**config.mk**
```make
export PLATFORM = sky130hd
export DESIGN_NAME = delimited_message_deframer
export DESIGN_NICKNAME = d
export VERILOG_FILES = /design/src/rtl/core/dmd_pkg.sv /design/src/rtl/core/dmd_ram.sv /design/src/rtl/core/dmd_char_unit.sv /design/src/rtl/core/delimited_message_deframer.sv
export SDC_FILE = /design/constraint.sdc
export NUM_CORES = 1
export LEC_CHECK = 0
export BUFFER_PORTS_ARGS = -buffer_cell sky130_fd_sc_hd__buf_2
export CORE_MARGIN = 4
export CORE_UTILIZATION = 57
export CTS_CLUSTER_SIZE = 25
export DETAILED_ROUTE_END_ITERATION = 10
export PLACE_DENSITY_LB_ADDON = 0.25
export SYNTH_ARGS = -nofsm -noshare
export SYNTH_HDL_FRONTEND = slang
export SYNTH_HIERARCHICAL = 1
export SYNTH_SLANG_ARGS = --single-unit
```
**constraint.sdc**
```tcl
create_clock -name clk -period 3 [get_ports clk]
set_input_delay 0.3 -clock clk [delete_from_list [all_inputs] [get_ports clk]]
set_output_delay 0.3 -clock clk [all_outputs]
set_load 0.005 [all_outputs]
```
**src/rtl/core/dmd_pkg.sv**
```systemverilog
// ----------------------------------------------------------------------------
// dmd_pkg
// Shared constants, types and codes for the delimited message deframer.
// ----------------------------------------------------------------------------
package dmd_pkg;

	// frame buffer depth in bytes, start byte included
	localparam int FRAME_DEPTH = 64;
	// width of the stored byte count (must hold FRAME_DEPTH itself)
	localparam int CNT_W = $clog2(FRAME_DEPTH + 1);
	// width of a buffer address
	localparam int ADDR_W = $clog2(FRAME_DEPTH);

	// framing bytes
	localparam logic [7:0] BYTE_SOH   = 8'h01;
	localparam logic [7:0] BYTE_STX   = 8'h02;
	localparam logic [7:0] BYTE_ETX   = 8'h03;
	localparam logic [7:0] BYTE_SPACE = 8'h20;
	localparam logic [7:0] BYTE_UP_A  = 8'h41;
	localparam logic [7:0] BYTE_UP_Z  = 8'h5A;
	localparam logic [7:0] CASE_DELTA = 8'h20;

	// sequencer states
	typedef enum logic [1:0] {
		S_IDLE,
		S_READ,
		S_CHECK,
		S_FINAL
	} dmd_state_t;

	// verdict of the character unit on one stored byte
	typedef struct packed {
		logic       emit;      // byte yields a result
		logic       to_value;  // byte is the id/value separator
		logic [7:0] ch;        // character after normalization
	} char_class_t;

endpackage

```
**src/rtl/core/dmd_ram.sv**
```systemverilog
// ----------------------------------------------------------------------------
// dmd_ram
// Generic simple dual-port RAM: one write port, one read port, registered read.
// ----------------------------------------------------------------------------
module dmd_ram #(
	parameter int WIDTH = 8,
	parameter int DEPTH = 64
) (
	input  logic                     clk,
	input  logic                     we,
	input  logic [$clog2(DEPTH)-1:0] waddr,
	input  logic [WIDTH-1:0]         wdata,
	input  logic [$clog2(DEPTH)-1:0] raddr,
	output logic [WIDTH-1:0]         rdata
);

	logic [WIDTH-1:0] mem_q [DEPTH];

	// write port
	always_ff @(posedge clk) begin
		if (we) begin
			mem_q[waddr] <= wdata;
		end
	end

	// registered read port
	always_ff @(posedge clk) begin
		rdata <= mem_q[raddr];
	end

endmodule

```
**src/rtl/core/dmd_char_unit.sv**
```systemverilog
// ----------------------------------------------------------------------------
// dmd_char_unit
// Classifies one stored byte: separator, dropped value space or emitted character,
// with value characters folded to lower case.
// ----------------------------------------------------------------------------
module dmd_char_unit
	import dmd_pkg::*;
(
	input  logic [7:0]  byte_in,
	input  logic        in_val,
	output char_class_t verdict
);

	logic is_sep;
	logic is_space;
	logic is_upper;

	// byte compares
	always_comb begin
		is_sep   = !in_val && (byte_in == BYTE_STX);
		is_space = in_val && (byte_in == BYTE_SPACE);
		is_upper = (byte_in >= BYTE_UP_A) && (byte_in <= BYTE_UP_Z);
	end

	// verdict and lowercase folding
	always_comb begin
		verdict.emit     = !is_sep && !is_space;
		verdict.to_value = is_sep;
		verdict.ch       = (in_val && is_upper) ? (byte_in + CASE_DELTA) : byte_in;
	end

endmodule

```
**src/rtl/core/delimited_message_deframer.sv**
```systemverilog
// ----------------------------------------------------------------------------
// delimited_message_deframer
// Finds SOH, id, STX, value, ETX frames in a byte stream and replays each
// completed frame as one character per output transfer.
// ----------------------------------------------------------------------------
//
// channel  signals                                    direction
// -------  -----------------------------------------  ---------
// in       in_valid, in_ready, data_byte              into block
// out      out_valid, out_ready, char_out, in_value,  out of block
//          empty_message, last
//
// Inside a frame, a byte other than SOH or ETX is written to the frame buffer; a byte that
// finds the buffer full drops the frame. An ETX starts a replay: the sequencer reads the
// buffer once per stored byte through the single read port and the shared character unit,
// waiting while the output register is full and out_ready is low. in_ready is low for the whole replay.
// Reset clears the byte count and the frame flag; the buffer itself is never cleared,
// only bytes below the count are read.
module delimited_message_deframer
	import dmd_pkg::*;
(
	input  logic       clk,
	input  logic       arst_n,
	input  logic       in_valid,
	output logic       in_ready,
	input  logic [7:0] data_byte,
	output logic       out_valid,
	input  logic       out_ready,
	output logic [7:0] char_out,
	output logic       in_value,
	output logic       empty_message,
	output logic       last
);

	dmd_state_t  state_q, state_d;
	logic [CNT_W-1:0] count_q, count_d;
	logic [CNT_W-1:0] idx_q, idx_d;
	logic        inside_q, inside_d;
	logic        val_q, val_d;
	logic        pend_q, pend_d;
	logic [7:0]  pend_ch_q, pend_ch_d;
	logic        pend_val_q, pend_val_d;

	logic        out_valid_q;
	logic [7:0]  char_q;
	logic        in_value_q;
	logic        empty_q;
	logic        last_q;

	logic        out_load;
	logic [7:0]  load_ch;
	logic        load_val;
	logic        load_empty;
	logic        load_last;

	logic        wr_en;
	logic [7:0]  rd_data;
	char_class_t verdict;
	logic        out_free;
	logic        in_xfer;

	assign in_ready = (state_q == S_IDLE);
	assign in_xfer  = in_valid && in_ready;
	assign out_free = !out_valid_q || out_ready;

	// frame buffer
	dmd_ram #(
		.WIDTH(8),
		.DEPTH(FRAME_DEPTH)
	) u_ram (
		.clk   (clk),
		.we    (wr_en),
		.waddr (count_q[ADDR_W-1:0]),
		.wdata (data_byte),
		.raddr (idx_q[ADDR_W-1:0]),
		.rdata (rd_data)
	);

	// shared character classifier
	dmd_char_unit u_char (
		.byte_in (rd_data),
		.in_val  (val_q),
		.verdict (verdict)
	);

	// state registers
	always_ff @(posedge clk or negedge arst_n) begin
		if (!arst_n) begin
			state_q  <= S_IDLE;
			count_q  <= '0;
			idx_q    <= '0;
			inside_q <= 1'b0;
			val_q    <= 1'b0;
			pend_q   <= 1'b0;
		end else begin
			state_q  <= state_d;
			count_q  <= count_d;
			idx_q    <= idx_d;
			inside_q <= inside_d;
			val_q    <= val_d;
			pend_q   <= pend_d;
		end
	end

	// held character payload
	always_ff @(posedge clk) begin
		pend_ch_q  <= pend_ch_d;
		pend_val_q <= pend_val_d;
	end

	// sequencer: byte capture and frame replay
	always_comb begin
		state_d    = state_q;
		count_d    = count_q;
		idx_d      = idx_q;
		inside_d   = inside_q;
		val_d      = val_q;
		pend_d     = pend_q;
		pend_ch_d  = pend_ch_q;
		pend_val_d = pend_val_q;
		wr_en      = 1'b0;
		out_load   = 1'b0;
		load_ch    = pend_ch_q;
		load_val   = pend_val_q;
		load_empty = 1'b0;
		load_last  = 1'b0;
		unique case (state_q)
			S_IDLE: begin
				if (in_xfer) begin
					priority if (data_byte == BYTE_SOH) begin
						count_d  = CNT_W'(1);
						inside_d = 1'b1;
					end else if (!inside_q) begin
						inside_d = 1'b0;
					end else if (data_byte == BYTE_ETX) begin
						inside_d = 1'b0;
						idx_d    = CNT_W'(1);
						val_d    = 1'b0;
						pend_d   = 1'b0;
						state_d  = S_READ;
					end else if (count_q >= CNT_W'(FRAME_DEPTH)) begin
						inside_d = 1'b0;
						count_d  = '0;
					end else begin
						wr_en   = 1'b1;
						count_d = count_q + CNT_W'(1);
					end
				end
			end
			S_READ: begin
				// read address idx_q is presented to the buffer this cycle
				if (idx_q < count_q) begin
					state_d = S_CHECK;
				end else begin
					state_d = S_FINAL;
				end
			end
			S_CHECK: begin
				if (verdict.to_value) begin
					val_d   = 1'b1;
					idx_d   = idx_q + CNT_W'(1);
					state_d = S_READ;
				end else if (!verdict.emit) begin
					idx_d   = idx_q + CNT_W'(1);
					state_d = S_READ;
				end else if (!pend_q) begin
					pend_d     = 1'b1;
					pend_ch_d  = verdict.ch;
					pend_val_d = val_q;
					idx_d      = idx_q + CNT_W'(1);
					state_d    = S_READ;
				end else if (out_free) begin
					// a later character exists, so the held one is not last
					out_load   = 1'b1;
					pend_ch_d  = verdict.ch;
					pend_val_d = val_q;
					idx_d      = idx_q + CNT_W'(1);
					state_d    = S_READ;
				end
			end
			S_FINAL: begin
				if (out_free) begin
					out_load  = 1'b1;
					load_last = 1'b1;
					if (!pend_q) begin
						load_ch    = 8'h00;
						load_val   = 1'b0;
						load_empty = 1'b1;
					end
					pend_d  = 1'b0;
					count_d = '0;
					state_d = S_IDLE;
				end
			end
			default: begin
				state_d = S_IDLE;
			end
		endcase
	end

	// output register control
	always_ff @(posedge clk or negedge arst_n) begin
		if (!arst_n) begin
			out_valid_q <= 1'b0;
		end else if (out_load) begin
			out_valid_q <= 1'b1;
		end else if (out_ready) begin
			out_valid_q <= 1'b0;
		end
	end

	// output register payload
	always_ff @(posedge clk) begin
		if (out_load) begin
			char_q     <= load_ch;
			in_value_q <= load_val;
			empty_q    <= load_empty;
			last_q     <= load_last;
		end
	end

	assign out_valid     = out_valid_q;
	assign char_out      = char_q;
	assign in_value      = in_value_q;
	assign empty_message = empty_q;
	assign last          = last_q;

endmodule

```
==> impl_metrics.json <==
{
  "status": "complete, no violations",
  "cap_violations": 0,
  "yosys.area.top_type_share": 0.715,
  "cts_buffers": 53,
  "ff2ff_setup_slack_ps": 220,
  "wl_um": 51700,
  "path_buf_inv": 2,
  "final_nets": 1274,
  "gp_congestion": 0.947,
  "ioPinCount": 25,
  "start_util": 0.577,
  "hold_end": "out_valid$_DFFE_PN0P_",
  "core-area_sq_um": 38700,
  "cts_sinks": 560,
  "grt.total_usage": 0.251,
  "worst-r2r-cell-count": 7,
  "yosysSeqAreaShare": 0.745,
  "timing.hold.ws_ps": 74.0,
  "cp.depth": 7,
  "crit_slowest_cell": "nor2_1",
  "clockRootBuffer": "clkbuf_16",
  "finalSetupViolCount": 0,
  "synth.area.top_cells": "edfxtp_1, mux4_2, dfrtp_1",
  "n_antenna_cell": 0,
  "crit_path_start_kind": "register",
  "post-route-period-util": 0.925,
  "holdPathStages": 3,
  "grt_max_degree": 66,
  "synth_seq_cells": 560,
  "layout.cells.non_filler": 1813,
  "hold_viol": 0,
  "worst_skew_pair.late_latency_ps": 600,
  "syn-cell-area_sq_um": 22300,
  "worst_path_dominant_cell_family": "simple AND/OR/NAND/NOR gates",
  "finalMaxSlewViolations": 0,
  "r2r_end": "u_ram/mem_q[27][0]$_DFFE_PP_",
  "first_global_vias": 11618,
  "synthArstFlopShare": 0.0357,
  "crit_path_max_fanout": 8,
  "die-area_sq_um": 42400,
  "irDropWorstVdd_v": 0.000584,
  "vias": 11753,
  "hp-class": "input pin to register",
  "cp.arrival_ps": 2990,
  "postLayoutCellArea_sq_um": 25000,
  "yosysTopAreaCell": "edfxtp_1",
  "area.growth.synth_to_final_pct": 11.9,
  "crit_required_ps": 3220,
  "syn_nets": 1194,
  "grt_overflow_total": 0,
  "antenna_found_initial": 0,
  "cts_tree": "built",
  "fin_setup_tns_ps": 0,
  "worst_pin_slew_ps": 1020,
  "p_leak_nw": 7.99,
  "grt_pass1_wl_um": 77200,
  "clk_pin_slew_ps": 70,
  "p_per_area_nw_per_um2": 866,
  "syn_avg_cell_area_sq_um": 19.1,
  "antenna_left": 0,
  "max_freq_mhz": 360,
  "synthFlopType": "edfxtp_1",
  "slew_headroom": 0.315,
  "rows": 72,
  "via_per_inst": 6.48,
  "final.min_clock_period_ps": 2780,
  "routedWlPerCell_um": 28.5,
  "synth_most_common_cell": "edfxtp_1",
  "place_area_sq_um": 23300,
  "cts_htree_levels": 2,
  "synth_cell_type_count": 66,
  "portBuffers": 24,
  "place_inst": 1714,
  "syn_inst": 1172,
  "synth-edff-count": 532,
  "rsz0062_at_grt": "false",
  "max_stage_delay_ps": 740,
  "criticalPathCategory": "register to register",
  "endpoint_kind": "register",
  "drc": 0,
  "die_w_um": 206,
  "place_hpwl_um": 32700,
  "drt_iter0_drc": 1473,
  "cts_setup_buffers": 0,
  "path_cells": "nor3b_2 -> nand2_1 -> nor3_1 -> buf_4 -> inv_1 -> or2_2 -> nor2_1",
  "yosys_warnings": 6,
  "fin_skew_ps": 21.7,
  "synth_commonest_cells": "edfxtp_1, mux4_2, nor2_1",
  "cts_buffer_depth": 3,
  "timing.rr.start": "state_q[1]$_DFFE_PN0P_",
  "die_h_um": 206,
  "dr.pass1.iters": 6,
  "hp-start": "out_ready",
  "drive_gt1_frac": 0.238
}
cells by family after synthesis:
family          synth area share
buf+inv                   0.0196
fa+ha+maj                0.00560
mux                        0.134
flops                      0.745
compound gates            0.0395
simple gates              0.0564
state kept, by name, indices dropped and copies added, names as in the netlist:
name and count:
char_out 8, count_q 7, empty_message 1, idx_q 7, in_value 1, inside_q 1, last 1, out_valid 1
pend_ch_q 8, pend_q 1, pend_val_q 1, state_q 2, u_ram/mem_q 512, u_ram/rdata 8, val_q 1
worst reg2reg max path: stages (launching register included):
cell     delay (ps)
dfrtp_1         390
nor3b_2         250
nand2_1         170
nor3_1          170
buf_4           170
inv_1            70
or2_2           440
nor2_1          740
through the flow:
step / worst slack [ps] / power [mW] / util
floorplan: 138 / 13.4 / -
global placement: 138 / 15.3 / 0.602
detailed placement: 27.9 / 15.3 / 0.602
CTS: 260 / 21.7 / 0.645
global route: 85.2 / 22.5 / 0.645
finish: 225 / 21.6 / 0.645
worst max path at each step:
stage | from | to | slack (ps)
2_1_floorplan | state_q[1]$_DFFE_PN0P_ | u_ram/mem_q[33][0]$_DFFE_PP_ | 140
3_3_place_gp | data_byte[0] | u_ram/mem_q[28][0]$_DFFE_PP_ | 140
3_5_place_dp | data_byte[0] | u_ram/mem_q[35][5]$_DFFE_PP_ | 30
4_1_cts | state_q[1]$_DFFE_PN0P_ | u_ram/mem_q[27][0]$_DFFE_PP_ | 260
5_1_grt | state_q[1]$_DFFE_PN0P_ | u_ram/mem_q[27][3]$_DFFE_PP_ | 90
6_report | state_q[1]$_DFFE_PN0P_ | u_ram/mem_q[27][0]$_DFFE_PP_ | 220
placed cells by master (no fill, tap or decap), types with 8 or more instances in the layout:
cell,instances
or2_2,8
clkbuf_16,53
dfrtp_1,17
inv_1,14
nand2_1,37
a22oi_1,8
clkinv_1,16
o21ai_0,22
mux2i_1,19
nor2_1,104
mux4_2,124
dfxtp_1,8
buf_2,24
a21oi_1,8
nand3_1,28
edfxtp_1,532
buf_12,8
o22ai_1,22
clkbuf_1,14
ha_1,10
a31oi_1,9
nand2b_1,9
buf_4,57
nor2b_1,22
metal layers:
metal / part of all wire / track usage
met1: 0.40 / 0.384
met2: 0.46 / 0.376
met3: 0.11 / 0.0519
met4: 0.028 / 0.0706
met5: 0 / 0
what timing repair did:
action,in CTS,in global routing
hold buffers,1,0
gates resized for setup,0,0
endpoints found under the hold margin,20,0
power breakdown:
| part | leakage (nW) | total [mW] | internal (mW) | switching [mW] |
|---|---|---|---|---|
| Combinational | 2.08 | 5.93 | 2.66 | 3.27 |
| Clock | 0.798 | 6.40 | 3.61 | 2.79 |
| Sequential | 5.11 | 9.32 | 8.89 | 0.428 |
area by class of cell:
type,count,area [sq um]
clock inverters,31,277
flip-flops and latches,560,16600
clock buffers,67,1380
well taps,518,648
multi-input cells,531,5260
repair buffers,90,718
fillers,2582,13700
inverters,16,60.1
Note: power is estimated with default switching activity, not from simulation.
